<file path="src/hw/rtl/mpa_pkg.sv">
package mpa_pkg;

  localparam int MAX_OUT_WIDTH = 1024;
  localparam int SAMPLE_BITS   = 16;
  localparam int IDX_W         = 28;
  localparam int SLOT_W        = $clog2(MAX_OUT_WIDTH);
  localparam int COL_W         = 10;
  localparam int ROW_W         = 10;
  localparam int CHAN_W        = 8;
  localparam int WIN_W         = 3;
  localparam int CFG_IDX_W     = 3;
  localparam int CFG_DATA_W    = 11;

  typedef enum logic [CFG_IDX_W-1:0] {
    REG_CHANNELS,
    REG_IN_HEIGHT,
    REG_IN_WIDTH,
    REG_POOL_H,
    REG_POOL_W
  } cfg_reg_t;

  // clamped register values
  typedef struct packed {
    logic [8:0]  nc;
    logic [10:0] nh;
    logic [10:0] nw;
    logic [3:0]  ph;
    logic [3:0]  pw;
  } cfg_t;

  // classified sample handed from front to back
  typedef struct packed {
    logic signed [SAMPLE_BITS-1:0] sample;
    logic [IDX_W-1:0]              origin;
    logic                          seed;
    logic                          seg_end;
    logic                          emit;
    logic                          use_store;
    logic [SLOT_W-1:0]             slot;
    logic [IDX_W-1:0]              out_index;
    logic                          frame_end;
  } item_t;

  typedef struct packed {
    logic signed [SAMPLE_BITS-1:0] max_value;
    logic [IDX_W-1:0]              origin;
  } best_t;

  typedef struct packed {
    logic signed [SAMPLE_BITS-1:0] max_value;
    logic [IDX_W-1:0]              origin_index;
    logic [IDX_W-1:0]              out_index;
    logic                          frame_end;
  } result_t;

  // col / pw for pw in 1..8, reciprocal multiply, exact for col < 1024
  function automatic logic [COL_W-1:0] div_pool(input logic [COL_W-1:0] col,
                                                input logic [3:0] pw);
    logic [23:0] p;
    logic [COL_W-1:0] q;
    p = '0;
    q = col;
    case (pw)
      4'd2: q = col >> 1;
      4'd3: begin
        p = 24'(col) * 24'd683;
        q = COL_W'(p >> 11);
      end
      4'd4: q = col >> 2;
      4'd5: begin
        p = 24'(col) * 24'd820;
        q = COL_W'(p >> 12);
      end
      4'd6: begin
        p = 24'(col) * 24'd683;
        q = COL_W'(p >> 12);
      end
      4'd7: begin
        p = 24'(col) * 24'd1171;
        q = COL_W'(p >> 13);
      end
      4'd8: q = col >> 3;
      default: q = col;
    endcase
    return q;
  endfunction

endpackage

</file>
<file path="src/hw/rtl/mpa_queue.sv">
module mpa_queue (
  input  logic           clk,
  input  logic           rst,
  input  logic           push,
  input  mpa_pkg::item_t wdata,
  output logic           full,
  input  logic           pop,
  output mpa_pkg::item_t rdata,
  output logic           empty
);
  import mpa_pkg::*;

  localparam int QDEPTH = 4;
  localparam int PTR_W  = $clog2(QDEPTH);

  item_t             slots [QDEPTH];
  logic [PTR_W-1:0]  wr_ptr, rd_ptr;
  logic [PTR_W:0]    count;
  logic              do_push, do_pop;

  assign full    = (count == (PTR_W+1)'(QDEPTH));
  assign empty   = (count == '0);
  assign do_push = push && !full;
  assign do_pop  = pop && !empty;
  assign rdata   = slots[rd_ptr];

  always_ff @(posedge clk) begin
    if (do_push) begin
      slots[wr_ptr] <= wdata;
    end
  end

  always_ff @(posedge clk) begin
    if (rst) begin
      wr_ptr <= '0;
      rd_ptr <= '0;
      count  <= '0;
    end else begin
      if (do_push) begin
        wr_ptr <= wr_ptr + PTR_W'(1);
      end
      if (do_pop) begin
        rd_ptr <= rd_ptr + PTR_W'(1);
      end
      count <= count + (PTR_W+1)'(do_push) - (PTR_W+1)'(do_pop);
    end
  end

endmodule

</file>
<file path="config.mk">
export PLATFORM = sky130hd
export DESIGN_NAME = mpa_queue
export DESIGN_NICKNAME = d
export VERILOG_FILES = /design/src/hw/rtl/mpa_pkg.sv /design/src/hw/rtl/mpa_queue.sv
export SDC_FILE = /design/constraint.sdc
export NUM_CORES = 1
export LEC_CHECK = 0
export BUFFER_PORTS_ARGS = -buffer_cell sky130_fd_sc_hd__buf_4
export CELL_PAD_IN_SITES_DETAIL_PLACEMENT = 0
export CELL_PAD_IN_SITES_GLOBAL_PLACEMENT = 1
export CORE_UTILIZATION = 25
export DETAILED_ROUTE_END_ITERATION = 8
export GPL_TIMING_DRIVEN = 0
export PLACE_DENSITY = 0.49
export SYNTH_ARGS = -nofsm -noshare
export SYNTH_HDL_FRONTEND = slang
export SYNTH_SLANG_ARGS = --single-unit
</file>
<file path="constraint.sdc">
create_clock -name clk -period 3.9 [get_ports clk]
set_clock_uncertainty 0.1 [all_clocks]
set_input_delay 0.39 -clock clk [delete_from_list [all_inputs] [get_ports clk]]
set_output_delay 0.39 -clock clk [all_outputs]
set_load 0.05 [all_outputs]
</file>
==> flow_metrics.env <==
export IMPL_run_status="finished clean"
export IMPL_pin_count_of_the_biggest_net_entering_global_routing=49
export IMPL_die_area_um2=53000
export IMPL_internal_power_of_the_cells_mw=8.129
export IMPL_number_of_global_route_vias_before_repair=7026
export IMPL_cts_max_level=2
export IMPL_maxCapViolCount=0
export IMPL_deepest_clock_path_buffer_count=3
export IMPL_critPathRequiredTime_ps=3410
export IMPL_maxSlewHeadroom_pct=45.60
export IMPL_syn_cell_area_um2=13020
export IMPL_layout_cells_most_common="sky130_fd_sc_hd__edfxtp_1"
export IMPL_post_dp_cell_area_um2=15330
export IMPL_grt_setup_unrepaired="false"
export IMPL_final_antenna_net_count=0
export IMPL_setup_viol=0
export IMPL_critPathLaunchType="flip-flop"
export IMPL_count_of_yosys_warnings_during_synthesis=0
export IMPL_post_dp_hpwl_mm=16.31
export IMPL_fp_coreArea_um2=51410
export IMPL_power_share_clock_pct=29.6
export IMPL_initial_antenna_violation_count=1
export IMPL_setup_reg_to_reg_worst_slack_ps=1340
export IMPL_initial_utilization_pct=25.33
export IMPL_cts_root_buffer_cell="sky130_fd_sc_hd__clkbuf_16"
export IMPL_io_buffer_count=178
export IMPL_drt_total_wl_mm=28.28
export IMPL_chipWidth_um=230.2
export IMPL_diodes=0
export IMPL_worst_setup_hold_path_clk_slew_ps=60
export IMPL_rd_place_congestion=0.6561
export IMPL_finalMaxSlewViolations=0
export IMPL_detailedRoute_firstIterationViolations=286
export IMPL_hold_slack_ps=115.9
export IMPL_finalNetCount=917
export IMPL_share_comb_of_total_power_pct=32.0
export IMPL_flow_area_growth_from_synthesis_pct=34.09
export IMPL_crit_reg2reg_capture="count[2]"
export IMPL_synthesized_area_per_cell_um2=25.73
export IMPL_critical_path_peak_fanout=10
export IMPL_routedWlPerCell_um=18.52
export IMPL_postSynthNetCount=604
export IMPL_synth_lib_cells_used_distinct=25
export IMPL_worstHoldPathType="input port to flip-flop"
export IMPL_yosys_register_bits=357
export IMPL_final_period_minus_worst_setup_slack_ps=2783
export IMPL_finalPower_mw=12.21
export IMPL_worst_endpoint_arrival_ps=2290
export IMPL_p_leak_nw=5.847
export IMPL_ios=180
export IMPL_row_count=83
export IMPL_pwr_density_cell_nw_per_um2=699.2
export IMPL_grt_overflow_total=0
export IMPL_fmax_mhz=359.3
export IMPL_most_frequent_cells_in_the_layout="sky130_fd_sc_hd__edfxtp_1 (348), sky130_fd_sc_hd__buf_4 (178), sky130_fd_sc_hd__mux4_2 (87), sky130_fd_sc_hd__dlygate4sd3_1 (87), sky130_fd_sc_hd__clkbuf_16 (43)"
export IMPL_cts_post_setup_buffers_inserted=0
export IMPL_r2r_start="count[1]"
export IMPL_clock_sink_count=357
export IMPL_synth_cells=506
export IMPL_hp_start="rst"
export IMPL_p_sw_share_pct=33.42
export IMPL_grt_use_total_pct=10.86
export IMPL_fp_dieH_um=230.2
export IMPL_final_hold_violation_count=0
export IMPL_clock_tree_from_tritoncts="yes"
export IMPL_power_switching_mw=4.080
export IMPL_cts_buffers_inserted=42
export IMPL_max_slew_worst_pin_slew_ps=816.0
export IMPL_vias_per_cell=4.065
export IMPL_via_total_after_detailed_routing=6207
export IMPL_timing_worst_setup_path_type="flip-flop to output pin"
export IMPL_clk_insertion_delay_late_ps=540
export IMPL_critPathCaptureType="output pin"
export IMPL_layout_drive_gt1_share_pct=40.97
export IMPL_postLayoutCellArea_um2=17460
export IMPL_worst_hold_path_num_cells=2
export IMPL_fin_crit_sh_pct=71.35
export IMPL_drt_drc_violations_left=0
export IMPL_grt_first_pass_wirelength_mm=42.99
export IMPL_power_ir_vdd_worst_mv=0.3269
export IMPL_rr_worst_depth=10
export IMPL_ys_seq_area_share_pct=81.64
export IMPL_drt_pass1_iterations=4
export IMPL_sequential_fraction_of_design_power_pct=38.4
[area by class of cell]
cell class	count	area, um^2
Timing Repair Buffer	269	2317
Clock buffer	54	1127
Inverter	8	30.03
Multi-Input combinational cell	120	2222
Tap cell	680	850.8
Fill cell	4879	33950
Sequential cell	357	10630
Clock inverter	18	133.9
Buffer	21	148.9
[synth_stat cells]
cell / instances / area share (%)
sky130_fd_sc_hd__nand2_1: 1 / 0.029
sky130_fd_sc_hd__o21ai_0: 2 / 0.077
sky130_fd_sc_hd__fa_1: 1 / 0.15
sky130_fd_sc_hd__mux4_2: 87 / 15
sky130_fd_sc_hd__inv_1: 8 / 0.23
sky130_fd_sc_hd__and2_1: 4 / 0.19
sky130_fd_sc_hd__nor3_1: 1 / 0.038
sky130_fd_sc_hd__dfxtp_1: 9 / 1.4
sky130_fd_sc_hd__ha_1: 6 / 0.58
sky130_fd_sc_hd__edfxtp_1: 348 / 80
sky130_fd_sc_hd__nand2b_1: 2 / 0.096
sky130_fd_sc_hd__buf_8: 3 / 0.35
sky130_fd_sc_hd__xnor2_1: 2 / 0.13
sky130_fd_sc_hd__xor2_1: 1 / 0.067
sky130_fd_sc_hd__nor2_1: 4 / 0.12
sky130_fd_sc_hd__buf_6: 1 / 0.086
sky130_fd_sc_hd__or3_1: 2 / 0.096
sky130_fd_sc_hd__buf_2: 10 / 0.38
sky130_fd_sc_hd__clkbuf_1: 6 / 0.17
sky130_fd_sc_hd__buf_12: 1 / 0.15
sky130_fd_sc_hd__nor2b_1: 2 / 0.096
sky130_fd_sc_hd__mux2i_1: 1 / 0.077
sky130_fd_sc_hd__nor3b_1: 1 / 0.058
sky130_fd_sc_hd__o31ai_1: 1 / 0.058
sky130_fd_sc_hd__a21oi_1: 2 / 0.077
[logic make-up after synthesis]
kind of cell | synth area share (%)
flops | 81.64
mux | 15.12
buf+inv | 1.374
simple gates | 0.7205
fa+ha+maj | 0.7303
compound gates | 0.2114
xor+xnor | 0.2018
[worst max-delay path by stage]
stage | start | to | cells past startpoint
after global routing | flip-flop | rdata[77] | 5
final | flip-flop | rdata[53] | 5
after CTS | flip-flop | rdata[70] | 5
after global placement | count[1] | slots[1][77] | 3
after floorplan | count[2] | slots[0][0] | 3
after detailed placement | push | slots[2][72] | 5
[layer usage]
layer	part of all wire [%]	wire, um	global-route usage (%)
met5	0.042	12	0
met2	49	13890	18.08
met3	5.6	1573	3.125
met4	2.4	672	3.932
met1	43	12130	13.39
[repair_timing]
action | 4_1_cts | 5_1_grt
resized for setup | 0 | 0
hold buffers | 87 | 0
hold endpoints to repair | 348 | 0
[registers in the layout, indices dropped and copies added, names as in the netlist, named ones only]
signal and cells:
slots 348, count 3, rd_ptr 2, wr_ptr 2
[worst max-delay path, cell delays in order (launching register included)]
cell	delay, ps
sky130_fd_sc_hd__dfxtp_1	300
sky130_fd_sc_hd__buf_2	200
sky130_fd_sc_hd__buf_2	320
sky130_fd_sc_hd__buf_2	350
sky130_fd_sc_hd__mux4_2	370
sky130_fd_sc_hd__buf_4	210
[power by group through the flow]
stage	Sequential (mW)	Clock [mW]	Combinational, mW
after global routing	4.72	3.88	4.14
final	4.69	3.62	3.91
after CTS	4.69	3.77	4.02
after global placement	4.83	0	3.89
after detailed placement	4.77	0	3.94
after floorplan	4.77	0	2.74
[stage by stage]
| step | setup slack, ps | std cells | utilization, % | setup TNS (ps) |
|---|---|---|---|---|
| 2_1_floorplan | 52.52 | 506 | - | 0 |
| 3_3_place_gp | -1843 | 1364 | 29.59 | -606980 |
| 3_5_place_dp | 1306 | 1368 | 29.82 | 0 |
| 4_1_cts | 951.8 | 1527 | 33.97 | 0 |
| 5_1_grt | 922.4 | 1527 | 33.97 | 0 |
| 6_report | 1117 | 1527 | 33.97 | 0 |
(Power assumes the default switching activity.)
