--- config.mk ---
export PLATFORM = sky130hd
export DESIGN_NAME = mpa_front
export DESIGN_NICKNAME = d
export VERILOG_FILES = /design/src/hw/rtl/mpa_pkg.sv /design/src/hw/rtl/mpa_front.sv
export SDC_FILE = /design/constraint.sdc
export NUM_CORES = 1
export LEC_CHECK = 0
export ABC_AREA = 1
export BUFFER_PORTS_ARGS = -buffer_cell sky130_fd_sc_hd__buf_2
export CORE_UTILIZATION = 51
export CTS_CLUSTER_DIAMETER = 30
export CTS_CLUSTER_SIZE = 28
export DETAILED_ROUTE_END_ITERATION = 8
export GPL_TIMING_DRIVEN = 0
export PLACE_DENSITY = 0.74
export SLEW_MARGIN = 20
export SYNTH_ARGS = -nofsm -noshare
export SYNTH_HDL_FRONTEND = slang
export SYNTH_SLANG_ARGS = --single-unit
--- constraint.sdc ---
create_clock -name clk -period 5.26 [get_ports clk]
set_clock_uncertainty 0.1 [all_clocks]
set_input_delay 1.052 -clock clk [delete_from_list [all_inputs] [get_ports clk]]
set_output_delay 1.052 -clock clk [all_outputs]
set_load 0.02 [all_outputs]
--- src/hw/rtl/mpa_pkg.sv ---
package mpa_pkg;

  localparam int MAX_OUT_WIDTH = 1024;
  localparam int SAMPLE_BITS   = 16;
  localparam int IDX_W         = 28;
  localparam int SLOT_W        = $clog2(MAX_OUT_WIDTH);
  localparam int COL_W         = 10;
  localparam int ROW_W         = 10;
  localparam int CHAN_W        = 8;
  localparam int WIN_W         = 3;
  localparam int CFG_IDX_W     = 3;
  localparam int CFG_DATA_W    = 11;

  typedef enum logic [CFG_IDX_W-1:0] {
    REG_CHANNELS,
    REG_IN_HEIGHT,
    REG_IN_WIDTH,
    REG_POOL_H,
    REG_POOL_W
  } cfg_reg_t;

  // clamped register values
  typedef struct packed {
    logic [8:0]  nc;
    logic [10:0] nh;
    logic [10:0] nw;
    logic [3:0]  ph;
    logic [3:0]  pw;
  } cfg_t;

  // classified sample handed from front to back
  typedef struct packed {
    logic signed [SAMPLE_BITS-1:0] sample;
    logic [IDX_W-1:0]              origin;
    logic                          seed;
    logic                          seg_end;
    logic                          emit;
    logic                          use_store;
    logic [SLOT_W-1:0]             slot;
    logic [IDX_W-1:0]              out_index;
    logic                          frame_end;
  } item_t;

  typedef struct packed {
    logic signed [SAMPLE_BITS-1:0] max_value;
    logic [IDX_W-1:0]              origin;
  } best_t;

  typedef struct packed {
    logic signed [SAMPLE_BITS-1:0] max_value;
    logic [IDX_W-1:0]              origin_index;
    logic [IDX_W-1:0]              out_index;
    logic                          frame_end;
  } result_t;

  // col / pw for pw in 1..8, reciprocal multiply, exact for col < 1024
  function automatic logic [COL_W-1:0] div_pool(input logic [COL_W-1:0] col,
                                                input logic [3:0] pw);
    logic [23:0] p;
    logic [COL_W-1:0] q;
    p = '0;
    q = col;
    case (pw)
      4'd2: q = col >> 1;
      4'd3: begin
        p = 24'(col) * 24'd683;
        q = COL_W'(p >> 11);
      end
      4'd4: q = col >> 2;
      4'd5: begin
        p = 24'(col) * 24'd820;
        q = COL_W'(p >> 12);
      end
      4'd6: begin
        p = 24'(col) * 24'd683;
        q = COL_W'(p >> 12);
      end
      4'd7: begin
        p = 24'(col) * 24'd1171;
        q = COL_W'(p >> 13);
      end
      4'd8: q = col >> 3;
      default: q = col;
    endcase
    return q;
  endfunction

endpackage

--- src/hw/rtl/mpa_front.sv ---
module mpa_front (
  input  logic                                 clk,
  input  logic                                 rst,
  input  mpa_pkg::cfg_t                        cfg,
  input  logic                                 push,
  input  logic signed [mpa_pkg::SAMPLE_BITS-1:0] sample,
  input  logic                                 q_full,
  output logic                                 q_push,
  output mpa_pkg::item_t                       q_item
);
  import mpa_pkg::*;

  logic [CHAN_W-1:0] chan_count, chan_count_next;
  logic [ROW_W-1:0]  row_count, row_count_next;
  logic [COL_W-1:0]  col_count, col_count_next;
  logic [WIN_W-1:0]  win_row, win_row_next;
  logic [WIN_W-1:0]  win_col, win_col_next;
  logic [IDX_W-1:0]  in_index, in_index_next;
  logic [IDX_W-1:0]  out_count, out_count_next;

  logic col_end, row_end, chan_end, seg_end, band_end, last;

  assign col_end  = ({1'b0, col_count} + 11'd1) >= cfg.nw;
  assign row_end  = ({1'b0, row_count} + 11'd1) >= cfg.nh;
  assign chan_end = ({1'b0, chan_count} + 9'd1) >= cfg.nc;
  assign seg_end  = col_end || (({1'b0, win_col} + 4'd1) >= cfg.pw);
  assign band_end = row_end || (({1'b0, win_row} + 4'd1) >= cfg.ph);
  assign last     = col_end && row_end && chan_end;

  assign q_push = push && !q_full;

  always_comb begin
    q_item.sample    = sample;
    q_item.origin    = in_index;
    q_item.seed      = (win_col == '0);
    q_item.seg_end   = seg_end;
    q_item.emit      = seg_end && band_end;
    q_item.use_store = (win_row != '0);
    q_item.slot      = SLOT_W'(div_pool(col_count, cfg.pw));
    q_item.out_index = out_count;
    q_item.frame_end = last;
  end

  always_comb begin
    chan_count_next = chan_count;
    row_count_next  = row_count;
    col_count_next  = col_count;
    win_row_next    = win_row;
    win_col_next    = win_col;
    in_index_next   = in_index + IDX_W'(1);
    out_count_next  = (seg_end && band_end) ? out_count + IDX_W'(1) : out_count;
    if (col_end) begin
      col_count_next = '0;
      win_col_next   = '0;
      if (row_end) begin
        row_count_next = '0;
        win_row_next   = '0;
        if (chan_end) begin
          chan_count_next = '0;
          in_index_next   = '0;
          out_count_next  = '0;
        end else begin
          chan_count_next = chan_count + CHAN_W'(1);
        end
      end else begin
        row_count_next = row_count + ROW_W'(1);
        win_row_next   = band_end ? '0 : win_row + WIN_W'(1);
      end
    end else begin
      col_count_next = col_count + COL_W'(1);
      win_col_next   = seg_end ? '0 : win_col + WIN_W'(1);
    end
  end

  always_ff @(posedge clk) begin
    if (rst) begin
      chan_count <= '0;
      row_count  <= '0;
      col_count  <= '0;
      win_row    <= '0;
      win_col    <= '0;
      in_index   <= '0;
      out_count  <= '0;
    end else if (q_push) begin
      chan_count <= chan_count_next;
      row_count  <= row_count_next;
      col_count  <= col_count_next;
      win_row    <= win_row_next;
      win_col    <= win_col_next;
      in_index   <= in_index_next;
      out_count  <= out_count_next;
    end
  end

  a_frame_wrap: assert property (@(posedge clk) disable iff (rst)
    (q_push && q_item.frame_end) |=> (in_index == '0 && out_count == '0 && col_count == '0))
    else $error("counters not cleared after last beat of frame");

  a_out_step: assert property (@(posedge clk) disable iff (rst)
    (q_push && q_item.emit && !q_item.frame_end) |=>
      (out_count == $past(q_item.out_index) + IDX_W'(1)))
    else $error("output index did not step by one");

endmodule

==> results of run 1 <==
-- worst paths after layout --
path,endpoint,slack [ns],cells after the start
min reg2reg,win_col[1]$_SDFFE_PP0P_,0.40,2
min,win_col[1]$_SDFFE_PP0P_,0.40,2
max,q_item[33],-0.38,21
max reg2reg,out_count[24]$_SDFFE_PP0P_,1.74,21
-- placed cells by master (no fill, tap or decap), types with 10 or more instances in the layout --
cell type	instances
sky130_fd_sc_hd__a211oi_1	17
sky130_fd_sc_hd__a21oi_1	51
sky130_fd_sc_hd__a21oi_2	11
sky130_fd_sc_hd__buf_2	127
sky130_fd_sc_hd__buf_4	76
sky130_fd_sc_hd__buf_6	19
sky130_fd_sc_hd__dfxtp_1	80
sky130_fd_sc_hd__dfxtp_4	10
sky130_fd_sc_hd__fa_1	48
sky130_fd_sc_hd__ha_1	166
sky130_fd_sc_hd__ha_4	44
sky130_fd_sc_hd__inv_1	319
sky130_fd_sc_hd__inv_2	23
sky130_fd_sc_hd__nand2_1	311
sky130_fd_sc_hd__nand2_2	34
sky130_fd_sc_hd__nand2_4	12
sky130_fd_sc_hd__nand3_1	97
sky130_fd_sc_hd__nand3_2	25
sky130_fd_sc_hd__nand3b_1	17
sky130_fd_sc_hd__nand4_1	33
sky130_fd_sc_hd__nor2_1	177
sky130_fd_sc_hd__nor2_2	19
sky130_fd_sc_hd__nor3_1	25
sky130_fd_sc_hd__nor3_2	10
sky130_fd_sc_hd__o21ai_0	26
sky130_fd_sc_hd__xnor2_1	11
sky130_fd_sc_hd__xor2_1	37
-- cells by family after synthesis --
kind of cell | Yosys count | share of synthesized area (%)
AO/OA/AOI/OAI | 148 | 7.124
flip-flops | 90 | 15.15
AND/OR/NAND/NOR | 800 | 29.99
buffers and inverters | 384 | 13.02
XOR/XNOR | 49 | 3.609
adder cells (fa/ha/maj) | 265 | 31.11
-- power breakdown --
| part | switching, µW | total, µW | internal, µW |
|---|---|---|---|
| clock network | 283 | 631 | 348 |
| registers | 18.9 | 707 | 688 |
| logic | 851 | 1480 | 628 |
-- layout make-up --
type	count	share of cell area, %
Timing Repair Buffer	195	8.368
Clock buffer	11	1.690
Clock inverter	5	0.2510
Inverter	347	8.812
Sequential cell	90	12.30
Buffer	37	1.640
Antenna cell	1	0.01674
Multi-Input combinational cell	1262	64.30
Tap cell	313	2.619
-- worst max-delay path, cell delays in order, from the launching register on --
cell                      delay, ns
sky130_fd_sc_hd__dfxtp_4       0.39
sky130_fd_sc_hd__buf_6         0.14
sky130_fd_sc_hd__buf_6         0.12
sky130_fd_sc_hd__ha_4          0.27
sky130_fd_sc_hd__inv_2         0.04
sky130_fd_sc_hd__fa_1          0.49
sky130_fd_sc_hd__fa_1          0.55
sky130_fd_sc_hd__inv_1         0.05
sky130_fd_sc_hd__fa_1          0.50
sky130_fd_sc_hd__ha_4          0.35
sky130_fd_sc_hd__nand2_4       0.07
sky130_fd_sc_hd__nor3_2        0.17
sky130_fd_sc_hd__nand2_1       0.10
sky130_fd_sc_hd__nand3_2       0.12
sky130_fd_sc_hd__nand2_2       0.08
sky130_fd_sc_hd__nand2_2       0.10
sky130_fd_sc_hd__nand2_2       0.06
sky130_fd_sc_hd__nand2_2       0.06
sky130_fd_sc_hd__nor2_2        0.05
sky130_fd_sc_hd__nor2_2        0.16
sky130_fd_sc_hd__nand3_2       0.12
sky130_fd_sc_hd__buf_6         0.14
-- registers in the layout (all words and copies together), names as in the netlist --
register	cells
in_index	28
out_count	28
col_count	10
row_count	10
chan_count	8
win_col	3
win_row	3
-- what timing repair did --
| action | CTS | global route |
|---|---|---|
| setup endpoints to repair | 9 | 9 |
| hold buffers | 0 | 0 |
| pin swaps | 114 | 46 |
| resized for setup | 220 | 54 |
| buffers inserted | 57 | 9 |
-- stage by stage --
step	utilization [%]	cells	total power, µW	setup WS [ns]	area [µm²]
6_report	65.64	2261	2816	-0.3839	14950
5_1_grt	65.64	2261	2984	-0.4556	14950
4_1_cts	64.41	2251	2694	-0.1654	14670
3_5_place_dp	56.76	2178	1671	-0.9577	12930
3_3_place_gp	56.76	2178	1643	-0.9754	12930
2_1_floorplan	-	1736	1412	0.005556	11890
-- per-layer routing --
| layer | GRT usage, % | wire, µm | up-vias | share of wire [%] |
|---|---|---|---|---|
| li1 | - | - | 5942 | - |
| met1 | 38.48 | 15440 | 5679 | 43 |
| met2 | 50.98 | 16980 | 424 | 47 |
| met3 | 4.063 | 2135 | 103 | 5.9 |
| met4 | 11.41 | 1373 | 0 | 3.8 |
| met5 | 0 | 0 | - | 0 |
==> reports/results.txt, run 1 <==
Final Max Slew Viols: 0
Worst VDD drop: 0.1433 mV
number of antenna violations at the first check in global routing: 1
Hold WC Path Type: flip-flop to flip-flop
arrival time worst endpoint: 4.49 ns
Sink Count: 90
first-pass detailed-route iteration total: 5
number of placed I/O pins: 147
total wire length after detailed routing: 35930 µm
Worst Setup Start Kind: flip-flop
First DRT Iteration DRCs: 849
global-route wire length before repair: 57420 µm
final cycle utilization of the critical path: 107.3%
area of the multi-input gates: 9614 µm²
Max transition margin: 28.15%
number of global-route vias before repair: 11670
nets@finish: 2266
Ys Warns: 0
clock latency on the worst-skew pair: 0.35 ns
count of state elements after synthesis: 90
total number of placement rows: 55
count of buffers inserted at the top-level ports: 129
number of enable-type register cells in the synthesized netlist: 0
pin count of the biggest net entering global routing: 16
post-detail-place hpwl: 26000 µm
clock period minus worst slack: 5.644 ns
slew at the pin closest to its max-slew limit: 1.070 ns
startpoint of the worst setup timing path: col_count[6]$_SDFFE_PP0P_
Overflow after GRT: 0
cell types with the highest counts after synthesis: sky130_fd_sc_hd__nand2_1, sky130_fd_sc_hd__inv_1, sky130_fd_sc_hd__ha_1
remaining number of nets flagged by the antenna check after routing: 0
WS Path Type: flip-flop to primary output
Setup TNS: -2.361 ns
Post-Syn Area per Cell: 6.849 µm²
pwr/cell area: 188.4 nW/µm²
weighted congestion at the end of routability-driven global placement: 0.9455
startpoint of the tightest hold check path: win_col[1]$_SDFFE_PP0P_
clock buffers created by TritonCTS: 9
share of cells above drive strength 1: 24.40%
TritonCTS clock tree: built
Max clock buf depth: 2
root buffer cell: sky130_fd_sc_hd__clkbuf_16
Routed wire per std cell: 15.89 µm
full die area: 23930 µm²
worst hold margin: 0.4006 ns
LEAKAGE: 0.008027 µW
highest achievable clock rate: 177.2 MHz
top-area cell type share of the netlist area: 22.52%
count of H-tree levels built during CTS: 3
Setup crit end kind: primary output
Synth Cell Area: 11890 µm²
Starting Density: 52.20%
register area: 1839 µm²
unrepaired setup endpoints after global routing: yes
filler instances: 1910
final hold viol count: 0
cell taking the most area after synthesis: sky130_fd_sc_hd__ha_1
Worst Path Required: 4.11 ns
failing checks: setup timing
critical path fanouts, max: 5
worst r2r src: col_count[6]$_SDFFE_PP0P_
post-synthesis net count: 2060
result of the run: finished with violations
vertical die dimension: 154.7 µm
top area cells in the synthesized netlist: sky130_fd_sc_hd__ha_1, sky130_fd_sc_hd__dfxtp_1, sky130_fd_sc_hd__nand2_1
part of the Yosys area used for sequential elements: 15.15%
detailed-route vias per instance: 5.373
share of flip-flops with an asynchronous set or reset: 0%
area overhead of the layout relative to synthesis: 25.75%
least setup slack across all paths after layout: -0.3839 ns
core area: 22780 µm²
instance count of the mapped netlist: 1736
library cell with the highest instance count after synthesis: sky130_fd_sc_hd__nand2_1
number of maximum-capacitance violations: 0
# setup viols final: 9
main flop type after synthesis: sky130_fd_sc_hd__dfxtp_1
post-synth cell types: 45
total number of vias: 12150
width of the die: 154.7 µm
total routing usage reported by global routing: 29.98%
post-detailed-route DRC marker count: 0
clock transition at the registers of the reported paths: 0.06 ns
No activity file was read; power rests on OpenSTA's default activity.
==> inputs of run 2 (changes only) <==
--- a/config.mk
+++ b/config.mk
@@ -13,6 +13,7 @@
 export DETAILED_ROUTE_END_ITERATION = 8
 export GPL_TIMING_DRIVEN = 0
 export PLACE_DENSITY = 0.74
+export RECOVER_POWER = 100
 export SLEW_MARGIN = 20
 export SYNTH_ARGS = -nofsm -noshare
 export SYNTH_HDL_FRONTEND = slang
==> reports/results.txt, run 2 (synthesized netlist as in run 1, its figures left out) <==
result of the run: finished with violations
failing checks: setup timing
Worst path top cell family by delay: adder cells
relative contribution of the clock network to total power: 22.5% (about the same)
post-detail-place hpwl: 26000 µm (unchanged)
remaining number of nets flagged by the antenna check after routing: 0 (unchanged)
width of the die: 154.7 µm (unchanged)
post-detailed-route DRC marker count: 0 (unchanged)
Sink Count: 90 (unchanged)
sink of the worst hold path: win_col[1]$_SDFFE_PP0P_
number of global-route vias before repair: 11670 (unchanged)
total number of vias: 12190 (+0.37%)
pin count of the biggest net entering global routing: 16 (unchanged)
clock buffers created by TritonCTS: 9 (unchanged)
Setup crit end kind: primary output
total wire length after detailed routing: 35910 µm (about the same)
number of cells traversed by the worst register-to-register path: 21 (unchanged)
cell with the largest stage delay on the worst path: sky130_fd_sc_hd__fa_1
Worst Path Required: 4.11 ns (about the same)
worst hold path cell count: 2 (unchanged)
Max clock buf depth: 2 (unchanged)
vertical die dimension: 154.7 µm (unchanged)
full die area: 23930 µm² (unchanged)
count of buffers inserted at the top-level ports: 129 (unchanged)
clock latency on the worst-skew pair: 0.35 ns (about the same)
worst hold margin: 0.3964 ns (-0.004222 ns)
Hold WC Path Type: flip-flop to flip-flop
highest achievable clock rate: 177.0 MHz (-0.13%)
Net Sw Power: 1155 µW (+0.17%)
clock transition at the registers of the reported paths: 0.06 ns (about the same)
number of maximum-capacitance violations: 0 (unchanged)
library cell appearing most often on the critical path: sky130_fd_sc_hd__nand2_2
Overall Power: 2816 µW (about the same)
final cycle utilization of the critical path: 107.4% (+0.14 points)
core area: 22780 µm² (unchanged)
least setup slack across all paths after layout: -0.3912 ns (-0.007293 ns)
TritonCTS clock tree: built
total number of placement rows: 55 (unchanged)
Max transition margin: 26.78% (-1.4 points)
Sequential Power Share: 25.1% (about the same)
Routed wire per std cell: 15.88 µm (about the same)
Overflow after GRT: 0 (unchanged)
unrepaired setup endpoints after global routing: yes
global-route wire length before repair: 57420 µm (unchanged)
root buffer cell: sky130_fd_sc_hd__clkbuf_16
number of placed I/O pins: 147 (unchanged)
WS Path Type: flip-flop to primary output
Final Max Slew Viols: 0 (unchanged)
area overhead of the layout relative to synthesis: 24.92%
final hold viol count: 0 (unchanged)
# setup viols final: 9 (unchanged)
slew at the pin closest to its max-slew limit: 1.090 ns (+0.02035 ns)
number of buffers and inverters on the critical path: 5 (unchanged)
Worst Setup Start Kind: flip-flop
First DRT Iteration DRCs: 836 (-1.5%)
portion of total power attributed to combinational logic: 52.5% (about the same)
startpoint of the tightest hold check path: win_col[1]$_SDFFE_PP0P_
worst r2r src: col_count[4]$_SDFFE_PP0P_
leading cell type in the layout, fill and taps excluded: sky130_fd_sc_hd__inv_1
nets@finish: 2266 (unchanged)
weighted congestion at the end of routability-driven global placement: 0.9455 (unchanged)
Starting Density: 52.20% (unchanged)
first-pass detailed-route iteration total: 5 (unchanged)
reg-to-reg critical path endpoint: out_count[24]$_SDFFE_PP0P_
final core area utilization: 65.21% (-0.43 points)
critical path fanouts, max: 5 (unchanged)
cells along the critical path: buf_6 -> buf_6 -> ha_4 -> inv_2 -> fa_1 -> fa_1 -> inv_1 -> fa_1 -> ha_4 -> nand2_4 -> nor3_2 -> nand2_1 -> nand3_2 -> nand2_2 -> nand2_2 -> nand2_2 -> nand2_2 -> nor2_2 -> nor2_2 -> nand3_2 -> buf_6
cell internal power dissipation: 1661 µW (-0.16%)
number of antenna violations at the first check in global routing: 1 (unchanged)
share of cells above drive strength 1: 20.49% (-3.9 points)
LEAKAGE: 0.007722 µW (-3.8%)
proportion of total power due to net switching: 41.02% (+0.079 points)
arrival time worst endpoint: 4.50 ns (about the same)
Critical Path Max Stage Delay: 0.55 ns (about the same)
Setup TNS: -2.345 ns (+0.01537 ns)
FF-to-FF setup slack: 1.74 ns (about the same)
pwr/cell area: 189.6 nW/µm² (+0.64%)
count of cell instances traversed by the critical path: 21 (unchanged)
count of H-tree levels built during CTS: 3 (unchanged)
detailed-route vias per instance: 5.393 (+0.37%)
worst slack after detailed placement: -0.9577 ns (unchanged)
total routing usage reported by global routing: 29.98% (unchanged)
most used cells in the layout excluding fill and tap cells: sky130_fd_sc_hd__inv_1, sky130_fd_sc_hd__nand2_1, sky130_fd_sc_hd__nor2_1, sky130_fd_sc_hd__ha_1, sky130_fd_sc_hd__nand3_1
clock period minus worst slack: 5.651 ns (+0.007293 ns)
Regs by FF count: in_index x28, out_count x28
Worst VDD drop: 0.1438 mV (+0.34%)
[run 2: how the worst max path moves through the flow]
stage / start / end / slack, ns
2_1_floorplan: col_count[5]$_SDFFE_PP0P_ / q_item[35] / 0.006
3_3_place_gp: col_count[8]$_SDFFE_PP0P_ / q_item[35] / -0.98
3_5_place_dp: col_count[8]$_SDFFE_PP0P_ / q_item[35] / -0.96
4_1_cts: col_count[3]$_SDFFE_PP0P_ / q_item[35] / -0.17
5_1_grt: col_count[6]$_SDFFE_PP0P_ / q_item[33] / -0.46
6_report: col_count[6]$_SDFFE_PP0P_ / q_item[33] / -0.39
[run 2: through the flow]
step | area, µm² | std cells
6_report | 14850 | 2261
5_1_grt | 14850 | 2261
4_1_cts | 14670 | 2251
3_5_place_dp | 12930 | 2178
3_3_place_gp | 12930 | 2178
2_1_floorplan | 11890 | 1736
[run 2: repair_timing]
item	4_1_cts	5_1_grt
hold buffers	0	0
pin swaps	114	46
setup endpoints to repair	9	9
hold endpoints to repair	0	0
resized for setup	220	54
setup buffers	57	9
[run 2: power groups by stage]
stage / registers, µW / clock network, µW / logic (µW)
after floorplan: 722 / 0 / 690
after global placement: 736 / 0 / 907
after detailed placement: 736 / 0 / 935
after CTS: 706 / 637 / 1350
after global routing: 707 / 666 / 1610
final: 707 / 632 / 1480
[run 2: worst reg2reg max path, cell delays in order, from the launching register on]
cell and delay [ns]:
sky130_fd_sc_hd__dfxtp_4 0.38, sky130_fd_sc_hd__buf_6 0.13, sky130_fd_sc_hd__buf_6 0.18, sky130_fd_sc_hd__ha_4 0.18, sky130_fd_sc_hd__inv_1 0.07, sky130_fd_sc_hd__nor3_1 0.24
sky130_fd_sc_hd__xor2_1 0.26, sky130_fd_sc_hd__inv_1 0.08, sky130_fd_sc_hd__ha_1 0.29, sky130_fd_sc_hd__nand2_1 0.06, sky130_fd_sc_hd__nor2_2 0.12, sky130_fd_sc_hd__inv_1 0.05
sky130_fd_sc_hd__a21oi_1 0.11, sky130_fd_sc_hd__nor2_1 0.08, sky130_fd_sc_hd__nand2_2 0.09, sky130_fd_sc_hd__nand2_1 0.09, sky130_fd_sc_hd__nor2_4 0.23, sky130_fd_sc_hd__nand2_2 0.13
sky130_fd_sc_hd__nand2_4 0.11, sky130_fd_sc_hd__buf_6 0.19, sky130_fd_sc_hd__buf_6 0.17, sky130_fd_sc_hd__nor2_1 0.06
[run 2: layout make-up]
type | instances | area, µm²
diodes | 1 | 2.502
plain buffers | 37 | 245.2
clock buffers | 11 | 252.7
clock inverters | 5 | 37.54
fillers | 1953 | 7925
inverters | 347 | 1318
multi-input cells | 1262 | 9609
flip-flops and latches | 90 | 1839
well taps | 313 | 391.6
repair buffers | 195 | 1157
[run 2: routing by layer]
metal | up-vias | part of all wire [%] | global-route usage, %
met1 | 5710 | 43 | 38.48
met4 | 0 | 3.8 | 11.41
met2 | 434 | 47 | 50.98
li1 | 5945 | - | -
met5 | - | 0 | 0
met3 | 104 | 5.9 | 4.063
